===== src/rtl/serial_command_frame_decoder_assert.svh =====
// Assertion macros shared by the frame queue and command stage modules.
// Expects clk_i and rst_ni in the scope of the module that uses them.
`ifndef SERIAL_COMMAND_FRAME_DECODER_ASSERT_SVH
`define SERIAL_COMMAND_FRAME_DECODER_ASSERT_SVH

// A condition that must hold at every clock edge out of reset.
`define SCFD_ASSERT_HOLDS(lbl, cond) \
  lbl: assert property (@(posedge clk_i) disable iff (!rst_ni) (cond)) \
    else $error("frame decoder: invariant violated");

// A condition that must hold in the same cycle as its trigger.
`define SCFD_ASSERT_IMPLIES(lbl, ante, cons) \
  lbl: assert property (@(posedge clk_i) disable iff (!rst_ni) (ante) |-> (cons)) \
    else $error("frame decoder: implication violated");

// A condition that must hold in the cycle after its trigger.
`define SCFD_ASSERT_NEXT(lbl, ante, cons) \
  lbl: assert property (@(posedge clk_i) disable iff (!rst_ni) (ante) |=> (cons)) \
    else $error("frame decoder: next-cycle check violated");

`endif


===== src/rtl/scfd_pkg.sv =====
// Types and constants of the serial command frame decoder.
// No dependencies; used by every module of the block.
`default_nettype none

package scfd_pkg;

  // Position within a four-byte frame.
  typedef enum logic [1:0] {
    POS_HUNT,
    POS_MODE,
    POS_ANGLE,
    POS_CHECK
  } frame_pos_e;

  // Register value after reset: the default header byte.
  localparam logic [7:0] HEADER_RESET = 8'hAA;

  // Bit positions in the mode byte.
  localparam int unsigned MODE_START_BIT   = 3;
  localparam int unsigned MODE_SCALE_BIT   = 2;
  localparam int unsigned MODE_RUNDIR_BIT  = 1;
  localparam int unsigned MODE_TURNDIR_BIT = 0;

  // Steps are floor(angle * 20 / 9). With 20 * ceil(2^15 / 9) = 72820 and a shift of 15,
  // the excess over the exact quotient stays below 1/9 for every 8-bit angle, so the
  // floor is exact.
  localparam int unsigned STEP_SHIFT = 15;
  localparam logic [16:0] STEP_MUL   = 17'd72820;
  localparam logic [9:0]  STEP_MAX   = 10'd566;

  // A checked frame as it passes from the parser to the command stage.
  typedef struct packed {
    logic [7:0] mode;
    logic [7:0] angle;
  } frame_t;

  // Write side of the frame queue.
  typedef struct packed {
    logic   valid;
    frame_t frame;
  } push_t;

  // Read side of the frame queue.
  typedef struct packed {
    logic   valid;
    frame_t frame;
  } head_t;

  // One stepper command result.
  typedef struct packed {
    logic [7:0] turn_high;
    logic [7:0] turn_low;
    logic [7:0] run_word;
    logic [9:0] step_total;
  } cmd_t;

endpackage

`default_nettype wire


===== src/rtl/scfd_if.sv =====
// Handshake channels of the serial command frame decoder.
// Self-contained; used by the front, back and top-level modules.
`default_nettype none

// Received serial bytes.
interface scfd_rx_if;
  logic       valid;
  logic       ready;
  logic [7:0] rx_byte;
  modport source (output valid, output rx_byte, input ready);
  modport sink   (input valid, input rx_byte, output ready);
endinterface

// Header register writes.
interface scfd_cfg_if;
  logic       valid;
  logic       ready;
  logic [7:0] header_value;
  modport source (output valid, output header_value, input ready);
  modport sink   (input valid, input header_value, output ready);
endinterface

// Stepper command results.
interface scfd_cmd_if;
  logic       valid;
  logic       ready;
  logic [7:0] turn_high;
  logic [7:0] turn_low;
  logic [7:0] run_word;
  logic [9:0] step_total;
  modport source (output valid, output turn_high, output turn_low, output run_word,
                  output step_total, input ready);
  modport sink   (input valid, input turn_high, input turn_low, input run_word,
                  input step_total, output ready);
endinterface

`default_nettype wire


===== src/rtl/serial_command_frame_decoder.sv =====
// Top level of the serial command frame decoder: parser, frame queue and command stage.
// Depends on scfd_pkg, scfd_if, scfd_front, scfd_queue and scfd_back.
//
//   Channel  Direction  Payload                                   Request
//   rx_i     in         rx_byte[7:0]                              one received byte
//   cfg_i    in         header_value[7:0]                         one header write
//   cmd_o    out        turn_high, turn_low, run_word, step_total one stepper command
//
// One byte is taken every cycle while the frame queue is not full; a good frame's command
// passes through the frame queue and then the output register before it shows.
// rx_i.ready falls only while the frame queue is full; cfg_i.ready is always high.
// Reset puts the parser in hunt, the header register to 0xAA and empties the queue.
// There is no clearing pass: the block takes bytes as soon as reset is released.
`default_nettype none

module serial_command_frame_decoder #(
  parameter int unsigned QUEUE_DEPTH = 2
) (
  input  wire         clk_i,
  input  wire         rst_ni,
  scfd_rx_if.sink     rx_i,
  scfd_cfg_if.sink    cfg_i,
  scfd_cmd_if.source  cmd_o
);
  import scfd_pkg::*;

  push_t push;
  head_t head;
  logic  queue_full;
  logic  pop;

  scfd_front u_front (
    .clk_i  (clk_i),
    .rst_ni (rst_ni),
    .rx_i   (rx_i),
    .cfg_i  (cfg_i),
    .push_o (push),
    .full_i (queue_full)
  );

  scfd_queue #(
    .DEPTH (QUEUE_DEPTH)
  ) u_queue (
    .clk_i  (clk_i),
    .rst_ni (rst_ni),
    .push_i (push),
    .pop_i  (pop),
    .head_o (head),
    .full_o (queue_full)
  );

  scfd_back u_back (
    .clk_i  (clk_i),
    .rst_ni (rst_ni),
    .head_i (head),
    .pop_o  (pop),
    .cmd_o  (cmd_o)
  );

endmodule

`default_nettype wire


===== src/rtl/scfd_queue.sv =====
// Short first-in first-out queue of checked frames between parser and command stage.
// Depends on scfd_pkg and the assertion macro header.
`default_nettype none
`include "serial_command_frame_decoder_assert.svh"

module scfd_queue #(
  parameter int unsigned DEPTH = 2
) (
  input  wire             clk_i,
  input  wire             rst_ni,
  input  scfd_pkg::push_t push_i,
  input  wire             pop_i,
  output scfd_pkg::head_t head_o,
  output logic            full_o
);
  import scfd_pkg::*;

  localparam int unsigned IDX_W = (DEPTH > 1) ? $clog2(DEPTH) : 1;
  localparam int unsigned CNT_W = $clog2(DEPTH + 1);

  frame_t             entry_q [DEPTH];
  logic [IDX_W-1:0]   wr_ptr_q, wr_ptr_d;
  logic [IDX_W-1:0]   rd_ptr_q, rd_ptr_d;
  logic [CNT_W-1:0]   count_q, count_d;
  logic               do_push;
  logic               do_pop;

  assign full_o  = (count_q == CNT_W'(DEPTH));
  assign do_push = push_i.valid && !full_o;
  assign do_pop  = pop_i && (count_q != '0);

  // Pointer and fill count updates, wrapping at the depth.
  always_comb begin
    wr_ptr_d = wr_ptr_q;
    rd_ptr_d = rd_ptr_q;
    count_d  = count_q;
    if (do_push) begin
      wr_ptr_d = (wr_ptr_q == IDX_W'(DEPTH - 1)) ? '0 : wr_ptr_q + IDX_W'(1);
    end
    if (do_pop) begin
      rd_ptr_d = (rd_ptr_q == IDX_W'(DEPTH - 1)) ? '0 : rd_ptr_q + IDX_W'(1);
    end
    if (do_push && !do_pop) begin
      count_d = count_q + CNT_W'(1);
    end else if (do_pop && !do_push) begin
      count_d = count_q - CNT_W'(1);
    end
  end

  always_ff @(posedge clk_i or negedge rst_ni) begin
    if (!rst_ni) begin
      wr_ptr_q <= '0;
      rd_ptr_q <= '0;
      count_q  <= '0;
    end else begin
      wr_ptr_q <= wr_ptr_d;
      rd_ptr_q <= rd_ptr_d;
      count_q  <= count_d;
    end
  end

  // Entry storage needs no reset: the fill count guards every read.
  always_ff @(posedge clk_i) begin
    if (do_push) begin
      entry_q[wr_ptr_q] <= push_i.frame;
    end
  end

  assign head_o.valid = (count_q != '0);
  assign head_o.frame = entry_q[rd_ptr_q];

  `SCFD_ASSERT_HOLDS(a_count_in_range, count_q <= CNT_W'(DEPTH))
  `SCFD_ASSERT_IMPLIES(a_no_push_when_full, full_o, !push_i.valid)
  `SCFD_ASSERT_NEXT(a_push_grows, do_push && !do_pop, count_q == $past(count_q) + CNT_W'(1))

endmodule

`default_nettype wire


===== src/rtl/scfd_front.sv =====
// Frame parser: hunts for the header, collects mode and angle, checks the sum byte.
// Depends on scfd_pkg and the channel interfaces in scfd_if.
`default_nettype none

module scfd_front (
  input  wire             clk_i,
  input  wire             rst_ni,
  scfd_rx_if.sink         rx_i,
  scfd_cfg_if.sink        cfg_i,
  output scfd_pkg::push_t push_o,
  input  wire             full_i
);
  import scfd_pkg::*;

  frame_pos_e pos_q, pos_d;
  logic [7:0] header_q;
  logic [7:0] mode_q, mode_d;
  logic [7:0] angle_q, angle_d;
  logic [7:0] sum;
  logic       rx_take;

  // A check byte may push a frame, so bytes wait while the queue is full.
  assign rx_i.ready  = !full_i;
  assign rx_take     = rx_i.valid && rx_i.ready;
  assign cfg_i.ready = 1'b1;

  // The sum uses the header register as it stands when the check byte arrives.
  assign sum = header_q + mode_q + angle_q;

  // Next frame position.
  always_comb begin
    pos_d = pos_q;
    case (pos_q)
      POS_HUNT: begin
        if (rx_take && (rx_i.rx_byte == header_q)) pos_d = POS_MODE;
      end
      POS_MODE: begin
        if (rx_take) pos_d = POS_ANGLE;
      end
      POS_ANGLE: begin
        if (rx_take) pos_d = POS_CHECK;
      end
      POS_CHECK: begin
        if (rx_take) pos_d = POS_HUNT;
      end
      default: pos_d = POS_HUNT;
    endcase
  end

  // Byte capture and frame push.
  always_comb begin
    mode_d       = mode_q;
    angle_d      = angle_q;
    push_o.valid = 1'b0;
    push_o.frame = '{mode: mode_q, angle: angle_q};
    case (pos_q)
      POS_MODE: begin
        if (rx_take) mode_d = rx_i.rx_byte;
      end
      POS_ANGLE: begin
        if (rx_take) angle_d = rx_i.rx_byte;
      end
      POS_CHECK: begin
        push_o.valid = rx_take && (sum == rx_i.rx_byte);
      end
      default: begin
        mode_d = mode_q;
      end
    endcase
  end

  always_ff @(posedge clk_i or negedge rst_ni) begin
    if (!rst_ni) begin
      pos_q    <= POS_HUNT;
      header_q <= HEADER_RESET;
      mode_q   <= '0;
      angle_q  <= '0;
    end else begin
      pos_q   <= pos_d;
      mode_q  <= mode_d;
      angle_q <= angle_d;
      if (cfg_i.valid && cfg_i.ready) begin
        header_q <= cfg_i.header_value;
      end
    end
  end

endmodule

`default_nettype wire


===== src/rtl/scfd_back.sv =====
// Command stage: turns a checked frame into stepper command bytes in an output register.
// Depends on scfd_pkg, the channel interfaces and the assertion macro header.
`default_nettype none
`include "serial_command_frame_decoder_assert.svh"

module scfd_back (
  input  wire             clk_i,
  input  wire             rst_ni,
  input  scfd_pkg::head_t head_i,
  output logic            pop_o,
  scfd_cmd_if.source      cmd_o
);
  import scfd_pkg::*;

  logic        out_valid_q;
  cmd_t        out_q, out_d;
  logic [24:0] product;
  logic [9:0]  steps;
  logic [7:0]  mode;

  // Take the queue head whenever the output register is free or being emptied.
  assign pop_o = head_i.valid && (!out_valid_q || cmd_o.ready);

  // Step count by multiplication with a scaled reciprocal of 9.
  assign mode    = head_i.frame.mode;
  assign product = 25'(head_i.frame.angle) * 25'(STEP_MUL);
  assign steps   = product[STEP_SHIFT +: 10];

  // Command bytes from the mode flags and the step count.
  always_comb begin
    out_d.turn_high  = {mode[MODE_START_BIT], mode[MODE_TURNDIR_BIT], 4'b0000, steps[9:8]};
    out_d.turn_low   = steps[7:0];
    out_d.run_word   = {1'b0, mode[MODE_START_BIT], mode[MODE_SCALE_BIT], 4'b0000,
                        mode[MODE_RUNDIR_BIT]};
    out_d.step_total = steps;
  end

  always_ff @(posedge clk_i or negedge rst_ni) begin
    if (!rst_ni) begin
      out_valid_q <= 1'b0;
    end else if (pop_o) begin
      out_valid_q <= 1'b1;
    end else if (cmd_o.ready) begin
      out_valid_q <= 1'b0;
    end
  end

  always_ff @(posedge clk_i) begin
    if (pop_o) begin
      out_q <= out_d;
    end
  end

  assign cmd_o.valid      = out_valid_q;
  assign cmd_o.turn_high  = out_q.turn_high;
  assign cmd_o.turn_low   = out_q.turn_low;
  assign cmd_o.run_word   = out_q.run_word;
  assign cmd_o.step_total = out_q.step_total;

  `SCFD_ASSERT_IMPLIES(a_steps_in_range, out_valid_q, out_q.step_total <= STEP_MAX)
  `SCFD_ASSERT_IMPLIES(a_turn_matches_steps, out_valid_q,
                       (out_q.turn_high[1:0] == out_q.step_total[9:8]) &&
                       (out_q.turn_low == out_q.step_total[7:0]))
  `SCFD_ASSERT_NEXT(a_pop_fills_output, pop_o, out_valid_q)

endmodule

`default_nettype wire


===== src/flat_wrapper.sv =====
// flat-port wrapper written by rule: the top's interface ports become plain ports
module serial_command_frame_decoder_flat import scfd_pkg::*;
#(
  parameter int unsigned QUEUE_DEPTH = 2
)
  (clk_i, rst_ni, rx_i_valid, rx_i_rx_byte, rx_i_ready, cfg_i_valid, cfg_i_header_value, cfg_i_ready, cmd_o_valid, cmd_o_turn_high, cmd_o_turn_low, cmd_o_run_word, cmd_o_step_total, cmd_o_ready);
  scfd_rx_if rx_i_i ();
  scfd_cfg_if cfg_i_i ();
  scfd_cmd_if cmd_o_i ();
  input  wire clk_i;
  input  wire rst_ni;
  input wire logic [$bits(rx_i_i.valid)-1:0] rx_i_valid;
  input wire logic [$bits(rx_i_i.rx_byte)-1:0] rx_i_rx_byte;
  output wire logic [$bits(rx_i_i.ready)-1:0] rx_i_ready;
  input wire logic [$bits(cfg_i_i.valid)-1:0] cfg_i_valid;
  input wire logic [$bits(cfg_i_i.header_value)-1:0] cfg_i_header_value;
  output wire logic [$bits(cfg_i_i.ready)-1:0] cfg_i_ready;
  output wire logic [$bits(cmd_o_i.valid)-1:0] cmd_o_valid;
  output wire logic [$bits(cmd_o_i.turn_high)-1:0] cmd_o_turn_high;
  output wire logic [$bits(cmd_o_i.turn_low)-1:0] cmd_o_turn_low;
  output wire logic [$bits(cmd_o_i.run_word)-1:0] cmd_o_run_word;
  output wire logic [$bits(cmd_o_i.step_total)-1:0] cmd_o_step_total;
  input wire logic [$bits(cmd_o_i.ready)-1:0] cmd_o_ready;
  assign rx_i_i.valid = rx_i_valid;
  assign rx_i_i.rx_byte = rx_i_rx_byte;
  assign rx_i_ready = rx_i_i.ready;
  assign cfg_i_i.valid = cfg_i_valid;
  assign cfg_i_i.header_value = cfg_i_header_value;
  assign cfg_i_ready = cfg_i_i.ready;
  assign cmd_o_valid = cmd_o_i.valid;
  assign cmd_o_turn_high = cmd_o_i.turn_high;
  assign cmd_o_turn_low = cmd_o_i.turn_low;
  assign cmd_o_run_word = cmd_o_i.run_word;
  assign cmd_o_step_total = cmd_o_i.step_total;
  assign cmd_o_i.ready = cmd_o_ready;
  serial_command_frame_decoder #(.QUEUE_DEPTH(QUEUE_DEPTH)) u_core (.clk_i(clk_i), .rst_ni(rst_ni), .rx_i(rx_i_i), .cfg_i(cfg_i_i), .cmd_o(cmd_o_i));
endmodule

===== config.mk =====
export PLATFORM = sky130hd
export DESIGN_NAME = serial_command_frame_decoder_flat
export DESIGN_NICKNAME = d
export VERILOG_FILES = /design/src/rtl/scfd_pkg.sv /design/src/rtl/scfd_if.sv /design/src/rtl/serial_command_frame_decoder.sv /design/src/rtl/scfd_queue.sv /design/src/rtl/scfd_front.sv /design/src/rtl/scfd_back.sv /design/src/flat_wrapper.sv
export VERILOG_INCLUDE_DIRS = /design/src /design/src/rtl
export SDC_FILE = /design/constraint.sdc
export NUM_CORES = 1
export LEC_CHECK = 0
export ABC_AREA = 1
export BUFFER_PORTS_ARGS = -buffer_cell sky130_fd_sc_hd__buf_2
export CAP_MARGIN = 0
export CORE_MARGIN = 2
export CORE_UTILIZATION = 35
export DETAILED_ROUTE_END_ITERATION = 16
export GPL_TIMING_DRIVEN = 0
export PLACE_DENSITY = 0.61
export SLEW_MARGIN = 20
export SYNTH_ARGS = -nofsm -noshare
export SYNTH_HDL_FRONTEND = slang
export SYNTH_HIERARCHICAL = 1
export SYNTH_SLANG_ARGS = --single-unit

===== constraint.sdc =====
create_clock -name clk_i -period 5.4 [get_ports clk_i]
set_input_delay 1.08 -clock clk_i [delete_from_list [all_inputs] [get_ports clk_i]]
set_output_delay 1.08 -clock clk_i [all_outputs]
set_load 0.01 [all_outputs]

=== Word level (Yosys, flattened, before mapping) ===
Memories as Yosys holds them, arrays and structs flattened.
Cells that the tools add are included.

* Memories: 1
* Logic and storage cells: 64
* Memory bits (writable): 32
* Input bits: 21
* Flip-flop bits (word level): 56
* Output and inout port bits: 37

* Equal/unequal tests: 10
* Muxes and demuxes: 14
* Multiply operators: 1
* Add/sub/neg operators: 6
* Reductions and logical operators: 20

{| class="wikitable"
|+ Memories
! memory !! words !! bits a word !! rd ports !! clocked after memory_dff !! write ports !! line !! source
|-
| u_core.u_queue.entry_q || 2 || 16 || 1 || 0 || 1 || scfd_queue.sv:21 || <nowiki>frame_t entry_q [DEPTH];</nowiki>
|}

{| class="wikitable"
|+ Operator list
! cell !! number
|-
| 8-bit by 15-bit multiplier with 23-bit output (second input constant) || 1
|-
| 8-bit adder || 2
|-
| 8-bit equality test || 2
|-
| 2-bit 2-to-1 mux || 6
|-
| 1-bit logical AND || 8
|-
| 2-bit inequality test (second input constant) || 4
|-
| 2-bit case mux with 4 select lines || 1
|-
| 1-bit 2-to-1 mux || 7
|-
| 2-bit equality test (second input constant) || 3
|-
| 2-bit nonzero test || 3
|-
| 1-bit logical NOT || 4
|-
| 2-bit AND reduction || 2
|-
| 4-bit AND reduction || 1
|-
| 1-bit adder (second input constant) || 2
|-
| 2-bit by 1-bit adder with 2-bit output (second input constant) || 1
|-
| 2-bit by 1-bit equality test with 1-bit output (second input constant) || 1
|-
| 2-bit logical NOT || 1
|-
| 2-bit by 1-bit subtractor with 2-bit output (second input constant) || 1
|-
| 1-bit logical OR || 1
|}

=== Logic depth before layout (Yosys ltp) ===
Gate-level depths: netlist of the first run.

* Depth after elaboration: 10
* Gate-level depth with buffers: 24
* Mapped depth without buffers: 22

=== Cells and area by module ===
The synthesis of the first run kept the hierarchy.

{| class="wikitable"
|+ Modules (own cells, without submodules)
! module !! area an instance (µm²) !! cells an instance !! sequential area each (µm²) !! instances
|-
| scfd_back || 2,487.4 || 298 || 445.4 || 1
|-
| scfd_front || 1,843.0 || 240 || 655.6 || 1
|-
| scfd_queue || 1,534.0 || 115 || 1,061.0 || 1
|}

=== Worst setup path after synthesis of the first run ===
Ideal clock, no wire load.

* Path kind: reg-to-reg
* Start point: reg u_core.u_queue.rd_ptr_q
* End point: reg u_core.u_back.out_q, in the netlist u_core/u_back/cmd_o.step_total[8] (data pin)
* Library setup time: 252 ps
* Arrival: 3,791 ps
* Period minus slack after synthesis: 4,043 ps
* Data required time: 5,148 ps
* Path slack: 1,357 ps
* Cell stages (with the launch flop): 23
* Path buffers: 2
* Cells stage by stage: dfrtp_1 buf_6 inv_8 buf_12 nand2_4 nand2_2 inv_1 ha_1 fa_1 inv_1 fa_1 inv_1 fa_1 inv_1 ha_1 a21oi_1 nor2_1 nor2_1 nand2_1 nand2_1 nand2_1 nand2_1 nand2_1

{| class="wikitable"
|+ RTL lines
! item !! line !! source
|-
| start, declared || scfd_queue.sv:23 || <nowiki>logic [IDX_W-1:0] rd_ptr_q, rd_ptr_d;</nowiki>
|-
| start signal, assigned || scfd_queue.sv:57 || <nowiki>rd_ptr_q <= rd_ptr_d;</nowiki>
|-
| end signal, assigned || scfd_back.sv:50 || <nowiki>out_q <= out_d;</nowiki>
|-
| end, declared || scfd_back.sv:16 || <nowiki>cmd_t out_q, out_d;</nowiki>
|}

==> summary.md, run 1 <==
| Metric | Value |
|---|---|
| Status | `finished, final reports clean` |
| Max-slew headroom | `32.2%` |
| H-tree Lvls | `3` |
| Number of antenna repair diodes | `0` |
| Type of element capturing the critical path | `flop` |
| R2R cell count | `22` |
| Initial Util | `35.3%` |
| CP max FO | `8` |
| Core Rows | `46` |
| CTS Buf Count | `9` |
| CTS Sinks | `69` |
| Max-cap viol count | `0` |
| I/O pin cnt | `58` |
| Layout area overhead | `15.9%` |
| Maximum number of pins on one net before global-route repair | `32` |
| Hold depth | `2` |
| Syn Std Cell Area | `5550 µm²` |
| Die Ht | `130 µm` |
| Slowest cell delay on critical path | `540 ps` |
| Layout cells sized above 1 | `20.9%` |
| Core area | `15700 µm²` |
| First-pass GRT wire length | `18.1 mm` |
| Most used cell, CP | `nand2_1` |
| Clock period minus worst slack | `4320 ps` |
| Setup TNS | `0 ps` |
| Die ar. | `16900 µm²` |
| CP top delay family | `adder cells` |
| Syn Inst Count | `633` |
| CTS tree | `done` |
| Final Cycle Share | `80.1%` |
| Setup Viol. Count Final | `0` |
| PortBufs | `47` |
| Placer Congestion | `0.832` |
| Root Driver | `clkbuf_16` |
| Critical-path cell list | `buf_6, inv_8, buf_12, nand2_4, nand2_2, inv_1, ha_1, fa_1, inv_1, fa_1, inv_1, fa_1, inv_1, ha_1, a21oi_1, nor2_1, nor2_1, nand2_1, nand2_1, nand2_1, nand2_1, nand2_1` |
| CP bufs+invs | `7` |
| Crit path depth | `22` |
| DRT iter0 DRCs | `189` |
| Wire per inst | `11.4 µm` |
| RSZ-0062 raised after global routing | `false` |
| CP required | `5490 ps` |
| Residual DRC | `0` |
| GRT Util Overall | `13.8%` |
| Hold-fix buffers, CTS | `0` |
| CP arrival | `4410 ps` |
| Kind of critical path | `flop to flop` |
| Clock Pin Slew Worst Setup and Hold Paths | `60 ps` |
| DP HPWL | `8.81 mm` |
| Grt ovf | `0` |
| Nets | `811` |
| Setup bufs post-CTS | `0` |
| Post-route ant nets | `0` |
| Hold Crit Class | `flop to flop` |
| Vias in the first global route | `3929` |
| CP max stage cell | `fa_1` |
| Syn. warnings | `6` |
| Clk Latency, worst-skew pair | `340 ps` |
| Detailed Routing Iterations Pass 1 | `4` |
| Max-slew violation count | `0` |
| Max Fclk | `231 MHz` |
| CTS resizes | `0` |
| Final hold violations | `0` |
| Total Wirelength | `10.5 mm` |
| Die W | `130 µm` |
| Mean Syn Cell Area | `8.77 µm²` |
| Initial antenna violation count | `0` |
| Worst Tran Pin Value | `1010 ps` |
| Startpoint types | `flop` |
| Vias per cell | `4.35` |
| Vias post-DR | `4004` |
| Setup Skew | `13.4 ps` |
| Longest Clk Path Bufs | `2` |
worst reg2reg max path, delay by kind of cell, from the launching register on:
kind                     cells  cell delay [ps]
AND/OR/NAND/NOR              9              740
adder cells (fa/ha/maj)      5             2160
flip-flops                   1              370
AO/OA/AOI/OAI                1              200
buffers and inverters        7              620
metal layers:
metal  global-route usage (%)  part of all wire [%]
met1                     16.2                    44
met2                     24.9                    50
met3                     2.50                   3.3
met4                     5.44                   2.9
met5                        0                     0
stage by stage:
step / util (%) / std cells / hold slack (ps) / cell area [µm²] / worst slack, ps
after global routing: 40.9 / 921 / 532 / 6430 / 789
after CTS: 40.9 / 921 / 481 / 6430 / 1010
after detailed placement: 38.8 / 905 / 464 / 6100 / 1000
final: 40.9 / 921 / 484 / 6430 / 1080
after global placement: 38.7 / 904 / 458 / 6080 / 1060
after floorplan: - / 641 / 442 / 5580 / 1390
layout by cell type, fill, tap and decap left out, types with 14 or more instances in the layout:
| cell type | n |
|---|---|
| nand2_2 | 14 |
| ha_1 | 62 |
| fa_1 | 28 |
| buf_4 | 21 |
| o21ai_0 | 26 |
| nor2_1 | 29 |
| buf_2 | 47 |
| nand2_1 | 160 |
| inv_1 | 102 |
| nand3_1 | 25 |
| edfxtp_1 | 38 |
| dfrtp_1 | 27 |
flip-flops by register name (all words and copies together) (netlist names):
register / cells
u_core/u_back/cmd_o.step_total: 2
u_core/u_front/mode_q: 8
u_core/u_queue/entry_q: 24
u_core/u_back/cmd_o.run_word: 3
u_core/u_back/cmd_o.turn_high: 2
u_core/u_queue/count_q: 2
u_core/u_queue/rd_ptr_q: 1
u_core/u_back/cmd_o.valid: 1
u_core/u_queue/wr_ptr_q: 1
u_core/u_front/header_q: 8
u_core/u_back/cmd_o.turn_low: 7
u_core/u_front/pos_q: 2
u_core/u_front/angle_q: 8
cell type report:
| cell class | count | area [µm²] |
|---|---|---|
| clock inverter | 7 | 105 |
| tap | 216 | 270 |
| fill | 1583 | 9280 |
| sequential | 69 | 1920 |
| inverter | 111 | 424 |
| clock buffer | 9 | 225 |
| multi-input combinational | 434 | 3010 |
| buffer | 27 | 226 |
| timing repair buffer | 48 | 250 |
worst paths after layout:
path                                    startpoint                                end  slack (ps)
min                        u_core/u_queue/wr_ptr_q            u_core/u_queue/wr_ptr_q         480
min reg2reg                u_core/u_queue/wr_ptr_q            u_core/u_queue/wr_ptr_q         480
max reg2reg                u_core/u_queue/rd_ptr_q  u_core/u_back/cmd_o.step_total[8]        1080
max                        u_core/u_queue/rd_ptr_q  u_core/u_back/cmd_o.step_total[8]        1080
max in group asynchronous                   rst_ni          u_core/u_front/angle_q[0]        4140
min in group asynchronous                   rst_ni            u_core/u_front/pos_q[1]         790
Power of run 1 is left out: the tool's default activity adds up to more than one toggle a clock period on the data nets, which glitch-free logic cannot reach.
==> inputs of run 2 (changes only) <==
Settings changed: ABC_AREA 1 to 0.
Clock period 5.4 ns to 4.1 ns, I/O delays scaled along.
==> summary.md, run 2 <==
| Metric | Value |
|---|---|
| I/O pin cnt | `58` |
| Final hold slack | `491 ps` |
| Post-route ant nets | `0` |
| Startpoint types | `flop` |
| Setup Skew | `7.09 ps` |
| Detailed Routing Iterations Pass 1 | `6` |
| Clock Pin Slew Worst Setup and Hold Paths | `60 ps` |
| Hold-fix buffers, CTS | `0` |
| Final Cycle Share | `104%` |
| CP bufs+invs | `4` |
| Initial antenna violation count | `0` |
| Multi-input gate area | `3120 µm²` |
| Core area | `14600 µm²` |
| Syn Std Cell Area | `5250 µm²` |
| Vias per cell | `4.83` |
| Setup slack, reg-to-reg | `-150 ps` |
| Worst Hold End | `u_core/u_queue/count_q[1]` |
| Layout area overhead | `20.0%` |
| R2R cell count | `15` |
| Worst Tran Pin Value | `820 ps` |
| Type of element capturing the critical path | `flop` |
| PortBufs | `46` |
| CTS Sinks | `69` |
| Largest reg by FF count | `u_core/u_queue/entry_q` |
| Syn. warnings | `6` |
| Setup Viol. Count Final | `10` |
| Kind of critical path | `flop to flop` |
| Die ar. | `16000 µm²` |
| H-tree Lvls | `3` |
| Worst hold path startpoint | `u_core/u_queue/count_q[1]` |
| Final hold violations | `0` |
| Vias in the first global route | `3671` |
| Vias post-DR | `3413` |
| CP max stage cell | `fa_1` |
| Longest Clk Path Bufs | `2` |
| Die W | `126 µm` |
| Leading cell type in the layout, fill and taps excluded | `ha_1` |
| Syn Inst Count | `442` |
| Post-route setup slack | `-146 ps` |
| CP max FO | `6` |
| Max-slew violation count | `0` |
| Max-cap viol count | `0` |
| GRT Util Overall | `13.3%` |
| Status | `finished with violations` |
| Placer Congestion | `0.788` |
| CTS Buf Count | `9` |
| Clk Latency, worst-skew pair | `340 ps` |
| Layout cells sized above 1 | `35.0%` |
| First-pass GRT wire length | `17.0 mm` |
| Register Area | `1920 µm²` |
| RSZ-0062 raised after global routing | `true` |
| Most frequent cells in the layout | `52 x ha_1, 50 x inv_1, 46 x buf_2, 38 x edfxtp_1, 33 x buf_4` |
| Mean Syn Cell Area | `11.9 µm²` |
| Hold Crit Class | `flop to flop` |
| Worst r2r dst | `u_core/u_back/cmd_o.step_total[7]` |
| Number of antenna repair diodes | `0` |
| Crit path from | `u_core/u_queue/rd_ptr_q` |
| Max reg flops | `24` |
| DRT iter0 DRCs | `106` |
| Hold depth | `1` |
| CP required | `4260 ps` |
| Most used cell, CP | `fa_1` |
| Max-slew headroom | `45.4%` |
| Initial Util | `36.0%` |
| DP HPWL | `7.86 mm` |
| Slowest cell delay on critical path | `560 ps` |
| CP arrival | `4400 ps` |
| Die Ht | `126 µm` |
| CP top delay family | `adder cells` |
| Residual DRC | `0` |
| Core Rows | `44` |
| Wire per inst | `14.0 µm` |
| CTS tree | `done` |
| Fillers | `1352` |
| Root Driver | `clkbuf_16` |
| Total Wirelength | `9.92 mm` |
| Failing checks | `negative setup slack` |
| Maximum number of pins on one net before global-route repair | `32` |
| Clock period minus worst slack | `4250 ps` |
| Nets | `629` |
| Grt ovf | `0` |
| R2r startpoint | `u_core/u_queue/rd_ptr_q` |
| Critical-path cell list | `buf_6, buf_12, mux2_4, inv_4, ha_4, fa_1, fa_1, fa_1, inv_1, ha_4, a21oi_1, o2bb2ai_1, o211ai_2, a2111o_1, o311ai_2` |
| Max Fclk | `236 MHz` |
==> run 2: per-layer routing <==
layer | wire length (µm) | global-route usage [%]
met1 | 4040 | 14.8
met2 | 5390 | 25.1
met3 | 328 | 2.91
met4 | 169 | 4.14
met5 | 0 | 0
==> run 2: per-stage QoR <==
step                      util, %  TNS [ps]  instance area, µm²  instances  worst slack [ps]
after floorplan                 -     -55.1                5350        450             -36.0
after global placement       39.8     -2200                5810        680              -319
after CTS                    42.8      -680                6240        706              -177
after global routing         43.1     -2140                6290        707              -301
final                        43.1      -495                6290        707              -146
after detailed placement     39.8     -2690                5810        680              -381
==> run 2: worst max path at each step <==
| stage | endpoint | slack (ps) | depth (start not counted) |
|---|---|---|---|
| floorplan | u_core/u_back/cmd_o.step_total[7] | -40 | 17 |
| global placement | u_core/u_back/cmd_o.turn_low[4] | -320 | 17 |
| detailed placement | u_core/u_back/cmd_o.turn_low[4] | -380 | 17 |
| CTS | u_core/u_back/cmd_o.step_total[7] | -180 | 17 |
| global route | u_core/u_back/cmd_o.step_total[7] | -300 | 17 |
| finish | u_core/u_back/cmd_o.step_total[7] | -150 | 15 |
==> run 2: cell type report <==
cell class	instances	area share (%)
Multi-Input combinational cell	296	49.5
Sequential cell	69	30.5
Timing Repair Buffer	57	5.03
Tap cell	184	3.66
Clock buffer	10	3.64
Inverter	59	3.60
Buffer	26	3.30
Clock inverter	6	0.735
==> run 2: repair_timing <==
action                                  4_1_cts  5_1_grt
endpoints found under the setup margin       10       22
pin swaps                                    14        3
gates resized for setup                      18        9
buffers inserted                             10        1
Power of run 2 is left out for the same reason.
==> inputs of run 3 (changes only) <==
Settings changed: CELL_PAD_IN_SITES_DETAIL_PLACEMENT from default to 0, CELL_PAD_IN_SITES_GLOBAL_PLACEMENT from default to 2, PLACE_DENSITY 0.61 to 0.8.
==> summary.md, run 3 (synthesis results as in run 2) <==
| Metric | Value |
|---|---|
| Core Rows | `44` |
| Layout area overhead | `21.7%` |
| Core area | `14600 µm²` |
| Grt ovf | `0` |
| Status | `finished with violations` |
| Longest Clk Path Bufs | `2` |
| Post-route ant nets | `0` |
| CP required | `4260 ps` |
| Hold depth | `0` |
| PortBufs | `46` |
| Kind of critical path | `flop to flop` |
| CTS tree | `done` |
| Clock Pin Slew Worst Setup and Hold Paths | `60 ps` |
| Most frequent cells in the layout | `53 x ha_1, 52 x inv_1, 46 x buf_2, 40 x buf_4, 38 x edfxtp_1` |
| RSZ-0062 raised after global routing | `true` |
| Failing checks | `negative setup slack` |
| DP HPWL | `8.00 mm` |
| Root Driver | `clkbuf_16` |
| R2R cell count | `17` |
| Hold Crit Class | `flop to flop` |
| Setup Skew | `9.40 ps` |
| Setup TNS | `-933 ps` |
| DRT iter0 DRCs | `132` |
| Wire per inst | `14.2 µm` |
| Total Wirelength | `10.1 mm` |
| Vias in the first global route | `3591` |
| Max Fclk | `234 MHz` |
| Worst Tran Pin Value | `816 ps` |
| Residual DRC | `0` |
| CP max FO | `6` |
| H-tree Lvls | `3` |
| Startpoint types | `flop` |
| Type of element capturing the critical path | `flop` |
| Final Cycle Share | `104%` |
| I/O pin cnt | `58` |
| Clock period minus worst slack | `4280 ps` |
| Initial antenna violation count | `0` |
| Hold-fix buffers, CTS | `0` |
| First-pass GRT wire length | `17.3 mm` |
| Layout cells sized above 1 | `35.7%` |
| Worst r2r dst | `u_core/u_back/cmd_o.step_total[7]` |
| Worst hold path startpoint | `u_core/u_front/mode_q[0]` |
| Layout Utilization | `43.8%` |
| CTS Buf Count | `9` |
| Max-slew headroom | `45.6%` |
| Die Ht | `126 µm` |
| Leading cell type in the layout, fill and taps excluded | `ha_1` |
| Clk Latency, worst-skew pair | `340 ps` |
| R2r startpoint | `u_core/u_queue/rd_ptr_q` |
| GRT Util Overall | `13.8%` |
| Die ar. | `16000 µm²` |
| Place WS | `-397 ps` |
| Vias post-DR | `3367` |
| Post-route setup slack | `-182 ps` |
| Number of antenna repair diodes | `0` |
| Largest reg by FF count | `u_core/u_queue/entry_q` |
| Max-cap viol count | `0` |
| Maximum number of pins on one net before global-route repair | `32` |
| Max-slew violation count | `0` |
| Worst Hold End | `u_core/u_queue/entry_q[1][8]` |
| Initial Util | `36.0%` |
| Placer Congestion | `0.778` |
| Nets | `635` |
| Die W | `126 µm` |
| Detailed Routing Iterations Pass 1 | `4` |
| CTS Sinks | `69` |
| Final hold violations | `0` |
| Vias per cell | `4.72` |
| Max reg flops | `24` |
| Setup Viol. Count Final | `9` |
| Setup slack, reg-to-reg | `-180 ps` |
| CP arrival | `4450 ps` |
## run 3: critical path: stages (launching register included)
cell	delay (ps)
dfrtp_1	370
buf_6	130
buf_12	130
mux2_4	330
inv_2	80
ha_4	200
fa_1	520
inv_2	60
fa_1	510
inv_2	40
fa_1	510
inv_2	50
ha_4	280
and4_1	160
o211a_1	180
o22ai_4	90
a2111o_1	380
o311ai_2	70
## run 3: area by class of cell
class	instances	area [µm²]
Buffer	26	208
Tap cell	184	230
Fill cell	1357	8200
Inverter	59	224
Timing Repair Buffer	63	358
Clock buffer	9	225
Multi-Input combinational cell	296	3110
Clock inverter	7	105
Sequential cell	69	1920
## run 3: layer usage
metal	vias to the layer above	GRT usage (%)	part of all wire (%)
met5	-	0	0
met4	0	5.24	1.9
met3	15	3.08	3.1
met2	58	25.5	55
met1	1622	15.4	40
li1	1672	-	-
## run 3: what timing repair did
item                       CTS  global route
setup buffers               13             4
gates resized for setup     13            12
pin swaps                   19            13
setup endpoints to repair   10            22
gates cloned                 0             0
## run 3: worst max path at each step
stage | from | end | depth (start not counted)
floorplan | u_core/u_queue/rd_ptr_q | u_core/u_back/cmd_o.step_total[7] | 17
global placement | u_core/u_queue/rd_ptr_q | u_core/u_back/cmd_o.turn_low[4] | 17
detailed placement | u_core/u_queue/rd_ptr_q | u_core/u_back/cmd_o.turn_low[4] | 17
CTS | u_core/u_queue/rd_ptr_q | u_core/u_back/cmd_o.step_total[7] | 17
global route | u_core/u_queue/rd_ptr_q | u_core/u_back/cmd_o.turn_high[1] | 17
finish | u_core/u_queue/rd_ptr_q | u_core/u_back/cmd_o.step_total[7] | 17
## run 3: per-stage QoR
| stage | std cells | hold WS, ps | area [µm²] |
|---|---|---|---|
| after CTS | 709 | 499 | 6300 |
| after detailed placement | 680 | 485 | 5810 |
| after floorplan | 450 | 456 | 5350 |
| after global placement | 680 | 472 | 5810 |
| final | 713 | 493 | 6390 |
| after global routing | 713 | 500 | 6390 |
Power of run 3 is left out for the same reason.
